`config.mk`:
```
export PLATFORM = sky130hd
export DESIGN_NAME = query_string_decoder
export DESIGN_NICKNAME = d
export VERILOG_FILES = /design/src/hdl/qsd_pkg.sv /design/src/hdl/query_string_decoder.sv /design/src/hdl/qsd_front.sv /design/src/hdl/qsd_queue.sv /design/src/hdl/qsd_back.sv
export SDC_FILE = /design/constraint.sdc
export NUM_CORES = 1
export LEC_CHECK = 0
export BUFFER_PORTS_ARGS = -buffer_cell sky130_fd_sc_hd__buf_2
export CORE_MARGIN = 8
export CORE_UTILIZATION = 40
export CTS_BUF_LIST = sky130_fd_sc_hd__clkbuf_2 sky130_fd_sc_hd__clkbuf_4 sky130_fd_sc_hd__clkbuf_8
export DETAILED_ROUTE_END_ITERATION = 7
export REMOVE_ABC_BUFFERS = 1
export SETUP_SLACK_MARGIN = 0.02
export SLEW_MARGIN = 40
export SYNTH_ARGS = -nofsm -noshare
export SYNTH_HDL_FRONTEND = slang
export SYNTH_SLANG_ARGS = --single-unit
```
`constraint.sdc`:
```
create_clock -name clock -period 7.4 [get_ports clock]
set_clock_uncertainty 0.1 [all_clocks]
set_input_delay 1.48 -clock clock [delete_from_list [all_inputs] [get_ports clock]]
set_output_delay 1.48 -clock clock [all_outputs]
set_load 0.03 [all_outputs]
```
`src/hdl/qsd_pkg.sv`:
```
// Shared types, character codes and decode helpers for the query string decoder.
package qsd_pkg;

   localparam int QueueDepth = 4;
   localparam int MaxResults = 4;

   localparam logic [7:0] CH_AMP   = 8'h26;
   localparam logic [7:0] CH_EQ    = 8'h3D;
   localparam logic [7:0] CH_PLUS  = 8'h2B;
   localparam logic [7:0] CH_PCT   = 8'h25;
   localparam logic [7:0] CH_MINUS = 8'h2D;
   localparam logic [7:0] CH_SPACE = 8'h20;

   localparam logic [1:0] KIND_KEY   = 2'd0;
   localparam logic [1:0] KIND_VALUE = 2'd1;
   localparam logic [1:0] KIND_END   = 2'd2;

   localparam logic [1:0] HELD_NONE = 2'd0;
   localparam logic [1:0] HELD_PCT  = 2'd1;
   localparam logic [1:0] HELD_BYTE = 2'd2;

   typedef struct packed {
      logic [7:0] data;
      logic [1:0] kind;
      logic       pair_ok;
      logic       query_done;
   } result_type;

   typedef struct packed {
      result_type [MaxResults-1:0] res;
      logic [2:0]                  count;
   } entry_type;

   typedef struct packed {
      logic       ok;
      logic [7:0] val;
   } decoded_type;

   typedef struct packed {
      logic       ok;
      logic [3:0] val;
   } hex_type;

   function automatic hex_type hex_val(input logic [7:0] c);
      hex_type h;
      h.ok  = 1'b1;
      h.val = 4'd0;
      if (c >= 8'h30 && c <= 8'h39) begin
         h.val = 4'(c - 8'h30);
      end else if (c >= 8'h61 && c <= 8'h66) begin
         h.val = 4'(c - 8'h57);
      end else if (c >= 8'h41 && c <= 8'h46) begin
         h.val = 4'(c - 8'h37);
      end else begin
         h.ok = 1'b0;
      end
      return h;
   endfunction

   function automatic logic is_ws(input logic [7:0] c);
      return (c == CH_SPACE) || (c >= 8'd9 && c <= 8'd13);
   endfunction

   // Leading hex digit, or whitespace / sign prefix followed by a hex digit.
   function automatic decoded_type esc_decode(input logic [7:0] a, input logic [7:0] b);
      hex_type     ha;
      hex_type     hb;
      decoded_type d;
      ha    = hex_val(a);
      hb    = hex_val(b);
      d.ok  = 1'b0;
      d.val = 8'd0;
      if (ha.ok) begin
         d.ok  = 1'b1;
         d.val = hb.ok ? {ha.val, hb.val} : {4'd0, ha.val};
      end else if (hb.ok && (is_ws(a) || a == CH_PLUS)) begin
         d.ok  = 1'b1;
         d.val = {4'd0, hb.val};
      end else if (hb.ok && a == CH_MINUS) begin
         d.ok  = 1'b1;
         d.val = 8'd0 - {4'd0, hb.val};
      end
      return d;
   endfunction

   function automatic logic [7:0] plain_map(input logic [7:0] c);
      return (c == CH_PLUS) ? CH_SPACE : c;
   endfunction

endpackage

```
`src/hdl/query_string_decoder.sv`:
```
// Top level of the query string decoder: front end, result queue and back end.
// Path: a byte's results are written into the queue, then loaded into the result register.
// Throughput: one byte per cycle while the queue is not full; the back end sends one result
// per cycle while rsp_ready is high, and the queue of QUEUE_DEPTH groups absorbs bursts.
// Reset: clears the key/value part, the pending escape, the queue and the result valid flag.
module query_string_decoder
   import qsd_pkg::*;
#(
   parameter int QUEUE_DEPTH = QueueDepth
) (
   input  logic       clock,
   input  logic       reset,
   input  logic       req_valid,
   output logic       req_ready,
   input  logic [7:0] req_byte,
   input  logic       req_final,
   output logic       rsp_valid,
   input  logic       rsp_ready,
   output logic [7:0] rsp_byte,
   output logic [1:0] rsp_kind,
   output logic       rsp_pair_ok,
   output logic       rsp_run_last,
   output logic       rsp_query_done
);

   logic      push;
   entry_type push_entry;
   logic      pop;
   entry_type head;
   logic      full;
   logic      empty;

   qsd_front u_front (
      .clock      (clock),
      .reset      (reset),
      .req_valid  (req_valid),
      .req_ready  (req_ready),
      .req_byte   (req_byte),
      .req_final  (req_final),
      .queue_full (full),
      .push       (push),
      .push_entry (push_entry)
   );

   qsd_queue #(
      .DEPTH (QUEUE_DEPTH)
   ) u_queue (
      .clock      (clock),
      .reset      (reset),
      .push       (push),
      .push_entry (push_entry),
      .pop        (pop),
      .head       (head),
      .full       (full),
      .empty      (empty)
   );

   qsd_back u_back (
      .clock          (clock),
      .reset          (reset),
      .head           (head),
      .empty          (empty),
      .pop            (pop),
      .rsp_valid      (rsp_valid),
      .rsp_ready      (rsp_ready),
      .rsp_byte       (rsp_byte),
      .rsp_kind       (rsp_kind),
      .rsp_pair_ok    (rsp_pair_ok),
      .rsp_run_last   (rsp_run_last),
      .rsp_query_done (rsp_query_done)
   );

   a_no_overflow: assert property (@(posedge clock) disable iff (reset)
      push |-> !full)
      else $error("result group pushed into a full queue");

   a_pushed_group_size: assert property (@(posedge clock) disable iff (reset)
      push |-> (push_entry.count >= 3'd1 && push_entry.count <= 3'd4))
      else $error("result group size out of range");

   a_done_ends_run: assert property (@(posedge clock) disable iff (reset)
      rsp_valid && rsp_query_done |-> rsp_kind == KIND_END && rsp_run_last)
      else $error("query end not on the last pair-end result of its byte");

   a_byte_flags_clear: assert property (@(posedge clock) disable iff (reset)
      rsp_valid && rsp_kind != KIND_END |-> !rsp_pair_ok && !rsp_query_done)
      else $error("pair flags set on a byte result");

endmodule

```
`src/hdl/qsd_front.sv`:
```
// Front end: tracks pair and escape state and turns each byte into a result group.
module qsd_front
   import qsd_pkg::*;
(
   input  logic       clock,
   input  logic       reset,
   input  logic       req_valid,
   output logic       req_ready,
   input  logic [7:0] req_byte,
   input  logic       req_final,
   input  logic       queue_full,
   output logic       push,
   output entry_type  push_entry
);

   logic        vp_ff, vp_in;
   logic [1:0]  hc_ff, hc_in;
   logic [7:0]  hb_ff, hb_in;
   logic        accept;

   result_type [MaxResults-1:0] res;
   logic [2:0]  n;
   logic        vp;
   logic [1:0]  hc;
   logic [7:0]  hb;
   decoded_type dec;

   assign req_ready = !queue_full;
   assign accept    = req_valid && req_ready;

   always_comb begin
      vp  = vp_ff;
      hc  = hc_ff;
      hb  = hb_ff;
      n   = 3'd0;
      res = '0;
      dec = esc_decode(hb_ff, req_byte);

      if (req_byte == CH_AMP || (req_byte == CH_EQ && !vp)) begin
         // Part ends: spill an incomplete escape raw.
         if (hc == HELD_BYTE) begin
            res[n[1:0]] = '{data: CH_PCT, kind: {1'b0, vp}, pair_ok: 1'b0, query_done: 1'b0};
            n = n + 3'd1;
            res[n[1:0]] = '{data: plain_map(hb), kind: {1'b0, vp}, pair_ok: 1'b0,
                            query_done: 1'b0};
            n = n + 3'd1;
         end else if (hc == HELD_PCT) begin
            res[n[1:0]] = '{data: CH_PCT, kind: {1'b0, vp}, pair_ok: 1'b0, query_done: 1'b0};
            n = n + 3'd1;
         end
         hc = HELD_NONE;
         if (req_byte == CH_AMP) begin
            res[n[1:0]] = '{data: 8'd0, kind: KIND_END, pair_ok: vp, query_done: req_final};
            n  = n + 3'd1;
            vp = 1'b0;
         end else begin
            vp = 1'b1;
         end
      end else begin
         if (hc != HELD_BYTE) begin
            if (hc == HELD_PCT) begin
               hb = req_byte;
               hc = HELD_BYTE;
            end else if (req_byte == CH_PCT) begin
               hc = HELD_PCT;
            end else begin
               res[n[1:0]] = '{data: plain_map(req_byte), kind: {1'b0, vp}, pair_ok: 1'b0,
                               query_done: 1'b0};
               n = n + 3'd1;
            end
         end else begin
            hc = HELD_NONE;
            if (dec.ok) begin
               res[n[1:0]] = '{data: dec.val, kind: {1'b0, vp}, pair_ok: 1'b0,
                               query_done: 1'b0};
               n = n + 3'd1;
            end else begin
               // Failed escape: emit '%' raw, rescan the held byte and this one.
               res[n[1:0]] = '{data: CH_PCT, kind: {1'b0, vp}, pair_ok: 1'b0,
                               query_done: 1'b0};
               n = n + 3'd1;
               if (hb_ff == CH_PCT) begin
                  hb = req_byte;
                  hc = HELD_BYTE;
               end else begin
                  res[n[1:0]] = '{data: plain_map(hb_ff), kind: {1'b0, vp}, pair_ok: 1'b0,
                                  query_done: 1'b0};
                  n = n + 3'd1;
                  if (req_byte == CH_PCT) begin
                     hc = HELD_PCT;
                  end else begin
                     res[n[1:0]] = '{data: plain_map(req_byte), kind: {1'b0, vp},
                                     pair_ok: 1'b0, query_done: 1'b0};
                     n = n + 3'd1;
                  end
               end
            end
         end
      end

      // Last byte of the string closes the open pair.
      if (req_final && req_byte != CH_AMP) begin
         if (hc == HELD_BYTE) begin
            res[n[1:0]] = '{data: CH_PCT, kind: {1'b0, vp}, pair_ok: 1'b0, query_done: 1'b0};
            n = n + 3'd1;
            res[n[1:0]] = '{data: plain_map(hb), kind: {1'b0, vp}, pair_ok: 1'b0,
                            query_done: 1'b0};
            n = n + 3'd1;
         end else if (hc == HELD_PCT) begin
            res[n[1:0]] = '{data: CH_PCT, kind: {1'b0, vp}, pair_ok: 1'b0, query_done: 1'b0};
            n = n + 3'd1;
         end
         hc = HELD_NONE;
         res[n[1:0]] = '{data: 8'd0, kind: KIND_END, pair_ok: vp, query_done: 1'b1};
         n  = n + 3'd1;
         vp = 1'b0;
      end

      vp_in = vp;
      hc_in = hc;
      hb_in = hb;
   end

   assign push             = accept && (n != 3'd0);
   assign push_entry.res   = res;
   assign push_entry.count = n;

   always_ff @(posedge clock) begin
      if (reset) begin
         vp_ff <= 1'b0;
         hc_ff <= HELD_NONE;
      end else if (accept) begin
         vp_ff <= vp_in;
         hc_ff <= hc_in;
      end
   end

   always_ff @(posedge clock) begin
      if (accept) begin
         hb_ff <= hb_in;
      end
   end

endmodule

```
`src/hdl/qsd_queue.sv`:
```
// Short queue of result groups between the front end and the back end.
module qsd_queue
   import qsd_pkg::*;
#(
   parameter int DEPTH = QueueDepth
) (
   input  logic      clock,
   input  logic      reset,
   input  logic      push,
   input  entry_type push_entry,
   input  logic      pop,
   output entry_type head,
   output logic      full,
   output logic      empty
);

   localparam int PtrW = (DEPTH > 1) ? $clog2(DEPTH) : 1;
   localparam int CntW = $clog2(DEPTH + 1);

   entry_type        mem_ff [DEPTH];
   logic [PtrW-1:0]  wr_ff, wr_in;
   logic [PtrW-1:0]  rd_ff, rd_in;
   logic [CntW-1:0]  cnt_ff, cnt_in;
   logic             do_pop;

   assign full   = (cnt_ff == CntW'(DEPTH));
   assign empty  = (cnt_ff == '0);
   assign head   = mem_ff[rd_ff];
   assign do_pop = pop && !empty;

   always_comb begin
      wr_in  = push ? ((wr_ff == PtrW'(DEPTH - 1)) ? '0 : wr_ff + 1'b1) : wr_ff;
      rd_in  = do_pop ? ((rd_ff == PtrW'(DEPTH - 1)) ? '0 : rd_ff + 1'b1) : rd_ff;
      cnt_in = cnt_ff + CntW'(push) - CntW'(do_pop);
   end

   always_ff @(posedge clock) begin
      if (reset) begin
         wr_ff  <= '0;
         rd_ff  <= '0;
         cnt_ff <= '0;
      end else begin
         wr_ff  <= wr_in;
         rd_ff  <= rd_in;
         cnt_ff <= cnt_in;
      end
   end

   always_ff @(posedge clock) begin
      if (push) begin
         mem_ff[wr_ff] <= push_entry;
      end
   end

endmodule

```
`src/hdl/qsd_back.sv`:
```
// Back end: steps through each queued group and drives the result register.
module qsd_back
   import qsd_pkg::*;
(
   input  logic       clock,
   input  logic       reset,
   input  entry_type  head,
   input  logic       empty,
   output logic       pop,
   output logic       rsp_valid,
   input  logic       rsp_ready,
   output logic [7:0] rsp_byte,
   output logic [1:0] rsp_kind,
   output logic       rsp_pair_ok,
   output logic       rsp_run_last,
   output logic       rsp_query_done
);

   logic       valid_ff, valid_in;
   logic [1:0] idx_ff, idx_in;
   logic       load;
   logic       last;
   result_type cur;
   result_type out_ff;
   logic       run_last_ff;

   assign cur  = head.res[idx_ff];
   assign last = ({1'b0, idx_ff} == head.count - 3'd1);
   assign load = !empty && (!valid_ff || rsp_ready);
   assign pop  = load && last;

   always_comb begin
      valid_in = load ? 1'b1 : (rsp_ready ? 1'b0 : valid_ff);
      idx_in   = idx_ff;
      if (load) begin
         idx_in = last ? 2'd0 : idx_ff + 2'd1;
      end
   end

   always_ff @(posedge clock) begin
      if (reset) begin
         valid_ff <= 1'b0;
         idx_ff   <= 2'd0;
      end else begin
         valid_ff <= valid_in;
         idx_ff   <= idx_in;
      end
   end

   always_ff @(posedge clock) begin
      if (load) begin
         out_ff      <= cur;
         run_last_ff <= last;
      end
   end

   assign rsp_valid      = valid_ff;
   assign rsp_byte       = out_ff.data;
   assign rsp_kind       = out_ff.kind;
   assign rsp_pair_ok    = out_ff.pair_ok;
   assign rsp_query_done = out_ff.query_done;
   assign rsp_run_last   = run_last_ff;

endmodule

```
==> results_dict.tcl <==
set metrics [dict create \
    antenna_found_initial 0 \
    clkTransAtPathRegs_ps 50 \
    wl_um 25800 \
    avgSynthCellArea_um2 14.9 \
    dieArea_um2 34200 \
    fillers 2545 \
    post-route-min-period_ps 5940 \
    grt_pass1_vias 7034 \
    timing_worst_setup_path_type "input port to register" \
    path_max_fanout 19 \
    cap_violations 0 \
    clk_latency_ps 520 \
    routed.top_layer "met4" \
    setup_tns_ps 0 \
    status "complete, no violations" \
    fin_hold_ws_ps 379 \
    synthDistinctLibCells 87 \
    fin_nets 880 \
    via_count 6927 \
    yosysSeqAreaShare 0.618 \
    synthTopCellsByArea "edfxtp_1 59%, mux4_2 12%, ha_1 3.0%, dfxtp_1 2.6%, nor2_1 1.6%" \
    hold_buffers 0 \
    ys_ff_latch 240 \
    p_leak_nw 4.38 \
    synth.cell_area_um2 11400 \
    dr.pass1.iters 6 \
    drt_iter0_drc 667 \
    synth_edf_count 225 \
    core_area_um2 28400 \
    vias_per_cell 5.55 \
    grt_pass1_wl_um 40200 \
    grt-ovfl-total 0 \
    hold_path_class "register to register" \
    cts.sinks 240 \
    startpoint_type "input port" \
    required_ps 7490 \
    setup_violations 0 \
    dp_slack_ps 995 \
    fmax_mhz 168 \
    dr_wl_met2_um 12300 \
    grt.total_usage 0.152 \
    remaining_drc_errors 0 \
    clock_path_buffers 3 \
    die_y_um 185 \
    ir_drop_v 0.000122 \
    p_per_area_nw_per_um2 286 \
    initial_utilization 0.402 \
    ys.flop_type "edfxtp_1" \
    setup_ws_ps 1460 \
    gp_congestion 0.985 \
    met3_length_um 1450 \
    yosysWarnings 0 \
    cts_setup_buffers 0 \
    maxSlewViolCount 0 \
    cts_tree "yes" \
    postRouteAntennaNets 0 \
    synthCells 765 \
    grt_max_degree 52 \
    ctsResizeCount 0 \
    critPathCaptureType "register" \
    final_hold_viol_count 0 \
    drt-met1-wl_um 11300 \
    io_pins 28 \
    critPathArrivalTime_ps 6020 \
    root_buffer "clkbuf_8" \
    cts_buffers 38 \
    yosysTopAreaCell "edfxtp_1" \
    min_period_over_period 0.802 \
    antenna_cells 0 \
    synth-async-reset-ratio 0 \
    die_w_um 185 \
    wire_per_inst_um 20.6 \
    htreeDepth 2 \
    maxSlewHeadroom 0.436 \
    fp-row-count 62 \
    port-buffer-count 27 \
    dp_hpwl_um 17000 \
    grt_setup_unrepaired "no" \
    layout-drive-gt1-share 0.220 \
    fin_util 0.454 \
    synth_top_area_frac 0.591 \
    area.growth.synth_to_final_pct 12.9 \
    worstMarginPinSlew_ps 840 \
]
==> cell families (layout without fill, tap and decap cells) <==
| group | after synthesis | count (layout) | share of synthesized area |
|---|---|---|---|
| flops | 240 | 240 | 0.618 |
| simple gates | 175 | 175 | 0.0808 |
| compound gates | 163 | 163 | 0.102 |
| mux | 73 | 73 | 0.133 |
| buf+inv | 72 | 137 | 0.0254 |
| fa+ha+maj | 28 | 28 | 0.0313 |
| xor+xnor | 13 | 13 | 0.00997 |
| other cells | 1 | 36 | 0.000328 |
==> placed cells by master, fill, tap and decap left out, types with 4 or more instances in the layout <==
cell      synthesis  routed
edfxtp_1        225     225
mux4_2           63      63
nor2_1           48      48
clkbuf_8          0      41
nand2_1          37      37
conb_1            1      36
a21oi_1          33      32
inv_1            30      30
ha_1             27      27
buf_2             3      27
o21ai_0          25      25
nand3_1          14      14
dfxtp_1          15      13
nor3_1           12      12
clkinv_1          1      10
and2_1           11      10
mux2i_1          10      10
xnor2_1           9       9
clkbuf_4          0       9
a21boi_0          8       8
buf_4             2       8
o211ai_1          7       7
a21o_1            7       7
and3_1           11       7
o21ai_1           6       6
clkinv_2          0       6
a31oi_1           5       5
a211oi_1          5       5
or3_1             5       5
a22o_1            5       5
o22ai_1           5       5
nand4_1           5       5
nand2b_1          5       5
xor2_1            4       4
a22oi_1           4       4
a32oi_1           4       4
and3_2            0       4
==> state kept, by name, summed over array words and instances, names as in the netlist, named ones only <==
| name | flops |
|---|---|
| u_back.rsp_query_done | 1 |
| u_queue.rd_ff | 2 |
| u_back.rsp_kind | 2 |
| u_back.idx_ff | 2 |
| u_queue.cnt_ff | 3 |
| u_back.rsp_pair_ok | 1 |
| u_queue.mem_ff | 204 |
| u_front.hb_ff | 8 |
| u_front.hc_ff | 2 |
| u_queue.wr_ff | 2 |
| u_front.vp_ff | 1 |
| u_back.rsp_byte | 8 |
| u_back.rsp_run_last | 1 |
| u_back.rsp_valid | 1 |
==> report_power, final <==
group / internal, W / leakage, nW / switching [W] / total [W]
sequential: 0.00170 / 2.23 / 0.0000691 / 0.00177
combinational: 0.000363 / 1.76 / 0.000485 / 0.000848
clock: 0.000589 / 0.388 / 0.000479 / 0.00107
total: 0.00266 / 4.38 / 0.00103 / 0.00369
==> cells in the mapped netlist (all sizes together), types with 6 or more instances <==
cell type,number
edfxtp,225
mux4,63
nor2,49
nand2,38
a21oi,34
o21ai,32
inv,31
clkbuf,28
ha,27
dfxtp,15
nand3,14
buf,12
nor3,12
and2,11
and3,11
mux2i,10
xnor2,9
a21boi,8
a21o,7
o211ai,7
a211oi,6
nor4,6
==> critical path, cell delays in order <==
cell and delay, ps:
buf_2 160, inv_1 130, ha_1 240, or3b_2 520
a21oi_2 580, o21ai_0 180, nor2_1 250, inv_2 100
ha_1 270, o21ai_0 160, nand2b_1 130, ha_1 250
xor2_1 190, o221ai_1 400, and3_2 600, buf_4 360
==> stage by stage <==
step	total power (W)	area, um^2	instances
floorplan	0.00241	11400	760
global placement	0.00266	12100	1183
detailed placement	0.00267	12200	1183
CTS	0.00375	12900	1249
global route	0.00388	12900	1249
finish	0.00369	12900	1249
==> worst paths after layout <==
kind                                        from               endpoint  slack [ps]  cells after the start
worst max-delay path                 req_byte[0]  u_queue.mem_ff[3][30]        1460                     16
worst min-delay path            u_back.rsp_valid       u_back.rsp_valid         380                      2
worst max register to register  u_front.hb_ff[0]  u_queue.mem_ff[3][30]        2150                     14
worst min register to register  u_back.rsp_valid       u_back.rsp_valid         380                      2
==> final cells by class <==
class / count / area (um^2) / area share
flip-flops and latches: 240 / 7060 / 0.547
clock inverters: 16 / 93.8 / 0.00727
multi-input cells: 488 / 4250 / 0.329
well taps: 384 / 480 / 0.0372
inverters: 32 / 120 / 0.00931
clock buffers: 50 / 632 / 0.0490
repair buffers: 39 / 267 / 0.0207
==> routing by layer <==
layer  vias to the layer above  track usage
met1                      3419        0.202
met2                       271        0.253
li1                       3184            -
met3                        53       0.0224
met4                         0       0.0541
met5                         -            0
(Power assumes the default switching activity.)
